### src/rtl/dcnt_pkg.sv
// ---------------------------------------------------------------------------
// dcnt_pkg: shared constants for the divisor count block
// Widths of the stream fields, the default value width and the count limit.
// ---------------------------------------------------------------------------
package dcnt_pkg;

  localparam int VALUE_BITS_DEF = 32;   // default width of the value used
  localparam int IN_W           = 32;   // width of the value field
  localparam int IN_TDATA_W     = 32;   // value field padded to bytes
  localparam int TOTAL_W        = 11;   // width of divisor_total
  localparam int OUT_TDATA_W    = 16;   // divisor_total padded to bytes

  localparam logic [TOTAL_W-1:0] TOTAL_MAX = '1;  // saturation value

endpackage

### src/rtl/dcnt_div.sv
// ---------------------------------------------------------------------------
// dcnt_div: iterative restoring divider
// Produces quotient and remainder of an unsigned value by a trial divisor,
// one quotient bit per cycle; done pulses once the last quotient bit is in.
// ---------------------------------------------------------------------------
module dcnt_div #(
  parameter int NW = 32,
  parameter int DW = 17
) (
  input  logic          clk,
  input  logic          rst,
  input  logic          start,
  input  logic [NW-1:0] dividend,
  input  logic [DW-1:0] divisor,
  output logic          done,
  output logic [NW-1:0] quotient,
  output logic [DW-1:0] remainder
);

  localparam int CW = $clog2(NW + 1);

  logic          busy;
  logic [CW-1:0] cnt;
  logic [NW-1:0] quo;
  logic [DW-1:0] rem;

  logic [DW:0]   shifted;
  logic [DW+1:0] diff;
  logic          borrow;

  always_comb begin
    shifted = {rem, quo[NW-1]};
    diff    = {1'b0, shifted} - {2'b00, divisor};
    borrow  = diff[DW+1];
  end

  always_ff @(posedge clk) begin
    if (rst) begin
      busy <= 1'b0;
      done <= 1'b0;
      cnt  <= '0;
    end else begin
      if (start) begin
        busy <= 1'b1;
        cnt  <= CW'(NW);
      end else if (busy) begin
        cnt <= cnt - CW'(1);
        if (cnt == CW'(1)) begin
          busy <= 1'b0;
        end
      end
      done <= !start && busy && (cnt == CW'(1));
    end
  end

  // payload registers, no reset needed
  always_ff @(posedge clk) begin
    if (start) begin
      quo <= dividend;
      rem <= '0;
    end else if (busy) begin
      quo <= {quo[NW-2:0], ~borrow};
      // remainder stays below the divisor, so it fits DW bits
      rem <= borrow ? shifted[DW-1:0] : diff[DW-1:0];
    end
  end

  assign quotient  = quo;
  assign remainder = rem;

endmodule

### src/rtl/divisor_count.sv
// ---------------------------------------------------------------------------
// divisor_count: number of positive divisors by trial division
// Trial divisors run from 2 upward through one shared iterative divider.
// Each factor is divided out fully and the count is multiplied by its
// exponent plus one; a remainder above 1 at the end doubles the count.
//
//   channel  | dir | tdata fields (low bit up)       | tuser | tlast
//   s_axis   | in  | value[31:0]                     | -     | -
//   m_axis   | out | divisor_total[10:0], zero pad   | -     | -
//
// Each divide goes through S_DIV and S_WAIT to the one-bit-per-cycle divider
// (NW = min(VALUE_BITS, 32)); each trial divisor also passes S_CHECK and S_STEP.
// An item takes up to about 2^(NW/2) trial divisors.
// s_tready is high only while no value is being worked on; a result waiting
// on m_tready does not block the next transfer in, but holds the next finish.
// Reset (rst, synchronous) clears the sequencer and the output valid.
// ---------------------------------------------------------------------------
module divisor_count
  import dcnt_pkg::*;
#(
  parameter int VALUE_BITS = VALUE_BITS_DEF
) (
  input  logic                   clk,
  input  logic                   rst,
  input  logic                   s_tvalid,
  output logic                   s_tready,
  input  logic [IN_TDATA_W-1:0]  s_tdata,   // value[31:0]
  output logic                   m_tvalid,
  input  logic                   m_tready,
  output logic [OUT_TDATA_W-1:0] m_tdata    // divisor_total[10:0], zeros above
);

  localparam int NW  = (VALUE_BITS < IN_W) ? VALUE_BITS : IN_W;
  localparam int DW  = NW / 2 + 1;
  localparam int SQW = 2 * DW;
  localparam int EW  = $clog2(NW + 2);
  localparam int PW  = TOTAL_W + EW;

  localparam logic [2:0] S_IDLE  = 3'd0;
  localparam logic [2:0] S_CHECK = 3'd1;
  localparam logic [2:0] S_DIV   = 3'd2;
  localparam logic [2:0] S_WAIT  = 3'd3;
  localparam logic [2:0] S_STEP  = 3'd4;
  localparam logic [2:0] S_FIN   = 3'd5;
  localparam logic [2:0] S_OUT   = 3'd6;

  logic [2:0]         state;
  logic [NW-1:0]      n;
  logic [DW-1:0]      d;
  logic [SQW-1:0]     sq;
  logic [EW-1:0]      e;
  logic [TOTAL_W-1:0] total;

  logic               div_start;
  logic               div_done;
  logic [NW-1:0]      div_quo;
  logic [DW-1:0]      div_rem;

  logic [EW-1:0]      fac;
  logic [PW-1:0]      prod;
  logic [TOTAL_W-1:0] total_mul;
  logic               n_gt1;
  logic               trial_ok;

  dcnt_div #(
    .NW(NW),
    .DW(DW)
  ) u_div (
    .clk       (clk),
    .rst       (rst),
    .start     (div_start),
    .dividend  (n),
    .divisor   (d),
    .done      (div_done),
    .quotient  (div_quo),
    .remainder (div_rem)
  );

  assign div_start = (state == S_DIV);
  assign s_tready  = (state == S_IDLE);

  // shared saturating multiplier: exponent plus one, or two for a last prime
  always_comb begin
    fac       = (state == S_FIN) ? EW'(2) : e + EW'(1);
    prod      = PW'(total) * PW'(fac);
    total_mul = (prod > PW'(TOTAL_MAX)) ? TOTAL_MAX : prod[TOTAL_W-1:0];
    n_gt1     = (n > NW'(1));
    trial_ok  = n_gt1 && (sq <= SQW'(n));
  end

  always_ff @(posedge clk) begin
    if (rst) begin
      state    <= S_IDLE;
      m_tvalid <= 1'b0;
    end else begin
      // a new result in S_OUT takes over the output slot
      if (m_tvalid && m_tready && state != S_OUT) begin
        m_tvalid <= 1'b0;
      end
      case (state)
        S_IDLE: begin
          if (s_tvalid) begin
            state <= S_CHECK;
          end
        end
        S_CHECK: begin
          state <= trial_ok ? S_DIV : S_FIN;
        end
        S_DIV: begin
          state <= S_WAIT;
        end
        S_WAIT: begin
          if (div_done) begin
            state <= S_STEP;
          end
        end
        S_STEP: begin
          state <= (div_rem == '0) ? S_DIV : S_CHECK;
        end
        S_FIN: begin
          state <= S_OUT;
        end
        S_OUT: begin
          if (!m_tvalid || m_tready) begin
            m_tvalid <= 1'b1;
            state    <= S_IDLE;
          end
        end
        default: begin
          state <= S_IDLE;
        end
      endcase
    end
  end

  // datapath registers
  always_ff @(posedge clk) begin
    case (state)
      S_IDLE: begin
        n     <= s_tdata[NW-1:0];
        d     <= DW'(2);
        sq    <= SQW'(4);
        e     <= '0;
        total <= TOTAL_W'(1);
      end
      S_STEP: begin
        if (div_rem == '0) begin
          // factor divides again, keep dividing it out
          n <= div_quo;
          e <= e + EW'(1);
        end else begin
          if (e != '0) begin
            total <= total_mul;
          end
          e  <= '0;
          sq <= sq + {{(SQW-DW-1){1'b0}}, d, 1'b1};
          d  <= d + DW'(1);
        end
      end
      S_FIN: begin
        if (n_gt1) begin
          total <= total_mul;
        end
      end
      S_OUT: begin
        if (!m_tvalid || m_tready) begin
          m_tdata <= OUT_TDATA_W'(total);
        end
      end
      default: begin
      end
    endcase
  end

  // the divider only finishes while the sequencer waits for it
  a_done_in_wait: assert property (@(posedge clk) disable iff (rst)
    div_done |-> state == S_WAIT)
    else $error("divider finished outside wait state");

  // a new value is never taken while a result would be overwritten
  a_out_no_overwrite: assert property (@(posedge clk) disable iff (rst)
    (state == S_OUT && m_tvalid && !m_tready) |=> state == S_OUT)
    else $error("result left before output was free");

  // every delivered count is at least one
  a_total_nonzero: assert property (@(posedge clk) disable iff (rst)
    m_tvalid |-> m_tdata[TOTAL_W-1:0] != '0)
    else $error("zero divisor count delivered");

  // the trial square tracks the trial divisor
  a_sq_tracks: assert property (@(posedge clk) disable iff (rst)
    state == S_CHECK |-> sq == SQW'(d) * SQW'(d))
    else $error("trial square out of step with divisor");

endmodule
### config.mk
export PLATFORM = sky130hd
export DESIGN_NAME = divisor_count
export DESIGN_NICKNAME = d
export VERILOG_FILES = /design/src/rtl/dcnt_pkg.sv /design/src/rtl/dcnt_div.sv /design/src/rtl/divisor_count.sv
export SDC_FILE = /design/constraint.sdc
export NUM_CORES = 1
export LEC_CHECK = 0
export ABC_AREA = 1
export BUFFER_PORTS_ARGS = -buffer_cell sky130_fd_sc_hd__buf_2
export CORE_MARGIN = 4
export CORE_UTILIZATION = 45
export DETAILED_ROUTE_END_ITERATION = 10
export MAX_ROUTING_LAYER = met4
export PLACE_DENSITY = 0.72
export SLEW_MARGIN = 20
export SYNTH_ARGS = -nofsm -noshare
export SYNTH_HDL_FRONTEND = slang
export SYNTH_SLANG_ARGS = --single-unit
### constraint.sdc
create_clock -name clk -period 5.22 [get_ports clk]
set_input_delay 0.261 -clock clk [delete_from_list [all_inputs] [get_ports clk]]
set_output_delay 0.261 -clock clk [all_outputs]
set_load 0.05 [all_outputs]
==> impl_metrics.csv <==
group,metric,value,unit
sta,setup_viol,0,
yosys,synth.area.mux_share,0.09076,%
worst_setup_path,crit_path_top_delay_cell,"fa_1",
yosys,synthAdderAreaFrac,15.97,%
detailed_routing,final_antenna_net_count,0,
worst_setup_path,cp_num_buf_inv,6,
detailed_routing,firstDrtPassIters,6,
detailed_routing,routed_wl,29220,µm
yosys,synth-simple-area-share,23.16,%
yosys,syn_inst,1531,
sta,finalClockSkew,0.01710,ns
worst_setup_path,required,5.41,ns
layout,layout.nets,1768,
yosys,synthDistinctLibCells,51,
clock_network,clk-insertion-delay-late,0.44,ns
layout,multiInputGateArea,6659,µm²
layout,n_antenna_cell,0,
yosys,synth_edf_count,143,
clock_network,cts_buffer_depth,2,
clock_network,cts_tree,"built",
yosys,synth_compound_area_share,10.85,%
worst_setup_path,max_stage_delay,0.55,ns
placement,gp_congestion,0.9371,
sta,worst_pin_slew,0.9876,ns
grt,track_usage,19.57,%
clock_network,cts_sinks,172,
yosys,ys_warn_count,0,
detailed_routing,viasPerCell,5.301,
die,die_w,174.0,µm
yosys,synth-main-ff-cell,"edfxtp_1",
worst_setup_path,cp_top_family,"adder cells",
worst_setup_path,worstPathMaxFanout,6,
worst_setup_path,worstSetupEndpointType,"register",
sta,finalHoldViolCount,0,
worst_setup_path,startpoint_type,"register",
sta,holdWs,0.05502,ns
layout,final_layout_size_suffix_gt1_share,10.37,%
yosys,ys_seq_area_share,39.29,%
die,rows,60,
yosys,synth_top_area_cell,"edfxtp_1",
sta,fin_crit,5.018,ns
yosys,synth_xor_area_share,2.118,%
layout,layout_commonest_cell,"nand2_1",
placement,portBuffers,48,
worst_setup_path,worst_ep_arrival_time,5.21,ns
detailed_routing,drc,0,
worst_hold_path,min_path_type,"primary input to register",
grt,grt_pass1_wl,47870,µm
layout,regArea,4875,µm²
die,pin_count,54,
layout,postLayoutCellArea,13880,µm²
die,die_area,30290,µm²
grt,antenna_found_initial,0,
placement,place_hpwl,21820,µm
worst_setup_path,path_cells,"nand3_2 > nor2_1 > inv_1 > nor2_2 > xor2_1 > nor2_2 > clkinvlp_4 > nor2_4 > fa_1 > fa_1 > inv_1 > fa_1 > inv_1 > ha_4 > a21oi_1 > nand2_2 > a211oi_2 > xor2_1 > nor3_2 > buf_4 > nand3_1 > nand2_1 > inv_1",
die,core_area,27030,µm²
yosys,synth_top_area_share,34.61,%
sta,fin_crit_sh,96.14,%
yosys,syn_avg_cell_area,8.104,µm²
detailed_routing,first_iter_violations,832,
placement,dpl-instance-area,13070,µm²
clock_network,htreeDepth,4,
yosys,synthesis.area,12410,µm²
sta,fmax,0.1993,GHz
run,drv_cap,0,
clock_network,clk_pin_slew,0.07,ns
sta,slew_violations,0,
grt,grt_max_degree,69,
yosys,async_reset_ff_share,0,%
yosys,synth-seq-cells,172,
layout,areaGrowthSynthToFinish,11.87,%
clock_network,cts-root-buf,"clkbuf_16",
yosys,synth_area_leaders,"edfxtp_1 (35%), nand2_1 (11%), ha_1 (9.7%)",
clock_network,cts_buffers,17,
grt,grt.overflow.total,0,
detailed_routing,avgRoutedWirePerCell,14.98,µm
outcome,run_status,"finished clean",
detailed_routing,vias,10342,
die,die_h,174.0,µm
layout,layout_common_cells,"nand2_1 (368), inv_1 (232), nor2_1 (143), edfxtp_1 (143), a21oi_1 (102)",
worst_setup_path,crit_path_frequent_cell,"inv_1",
grt,grt_pass1_vias,9845,
worst_setup_path,crit_type,"register to register",
sta,slew_headroom,33.92,%
yosys,synth_top_family_by_area,"simple AND/OR/NAND/NOR gates",
layout,fillerInstances,2514,
clock_network,holdBufCountCts,0,
die,initial_core_util,45.91,%
[cell type report]
class | instances | area share (%)
Clock buffer | 25 | 3.822
Clock inverter | 7 | 0.3696
Inverter | 237 | 6.409
Multi-Input combinational cell | 1094 | 47.98
Sequential cell | 172 | 35.12
Tap cell | 341 | 3.074
Timing Repair Buffer | 73 | 3.119
Timing Repair inverter | 2 | 0.1082
[cell families after synthesis]
family          after synthesis
compound gates              248
xor+xnor                     30
fa+ha+maj                   135
buf+inv                     269
flops                       172
mux                           1
other cells                   1
simple gates                675
[cells in the mapped netlist, types with 2 or more instances]
cell type,n
a21o_1,7
a21oi_1,103
a21oi_2,3
a31oi_1,8
buf_1,5
buf_2,4
buf_4,8
clkbuf_1,14
clkinv_1,3
dfxtp_1,29
edfxtp_1,143
fa_1,39
ha_1,96
inv_1,233
nand2_1,369
nand2_2,4
nand3_1,49
nand3_2,9
nand3b_1,3
nand4_1,21
nor2_1,155
nor2_2,5
nor3_1,40
nor3b_1,3
nor4_1,8
nor4_2,2
o211ai_1,2
o21a_1,8
o21ai_0,93
o21ai_1,9
o21bai_1,7
or2_2,2
xnor2_1,11
xor2_1,19
[what timing repair did]
item | in CTS | in global routing
resized for setup | 0 | 43
endpoints found under the setup margin | 0 | 11
buffers inserted | 0 | 8
hold endpoints to repair | 0 | 0
[flip-flops by register name (all words and copies together), names as in the netlist, 3 cells and up]
register         flops
sq                  34
n                   32
u_div.quotient      32
d                   17
u_div.remainder     17
m_tdata             11
total               11
e                    6
u_div.cnt            6
state                3
[per-layer routing]
| metal | wire, µm | vias to the layer above | share of wire (%) | global-route usage (%) |
|---|---|---|---|---|
| met5 | 0 | - | 0 | - |
| li1 | - | 5180 | - | - |
| met2 | 13650 | 285 | 47 | 31.30 |
| met3 | 1479 | 47 | 5.1 | 3.023 |
| met1 | 13590 | 4830 | 47 | 26.38 |
| met4 | 499 | 0 | 1.7 | 4.784 |
[final timing paths]
kind	from	to	slack (ns)	cells after the start
min reg2reg	u_div.cnt[1]	u_div.cnt[1]	0.46	2
max reg2reg	e[2]	total[10]	0.20	23
min	rst	u_div.busy	0.06	2
max	e[2]	total[10]	0.20	23
[per-stage QoR]
stage                     setup slack (ns)  TNS [ns]  util (%)  cells
after CTS                         0.009596         0     50.50   1939
final                               0.2016         0     51.36   1951
after floorplan                     0.4885         0         -   1535
after detailed placement           0.03713         0     48.35   1907
after global routing               -0.1310    -1.242     51.36   1951
after global placement              0.1942         0     48.35   1907
Power is left out: the tool's default activity adds up to more than one toggle a clock period on the data nets, which glitch-free logic cannot reach.
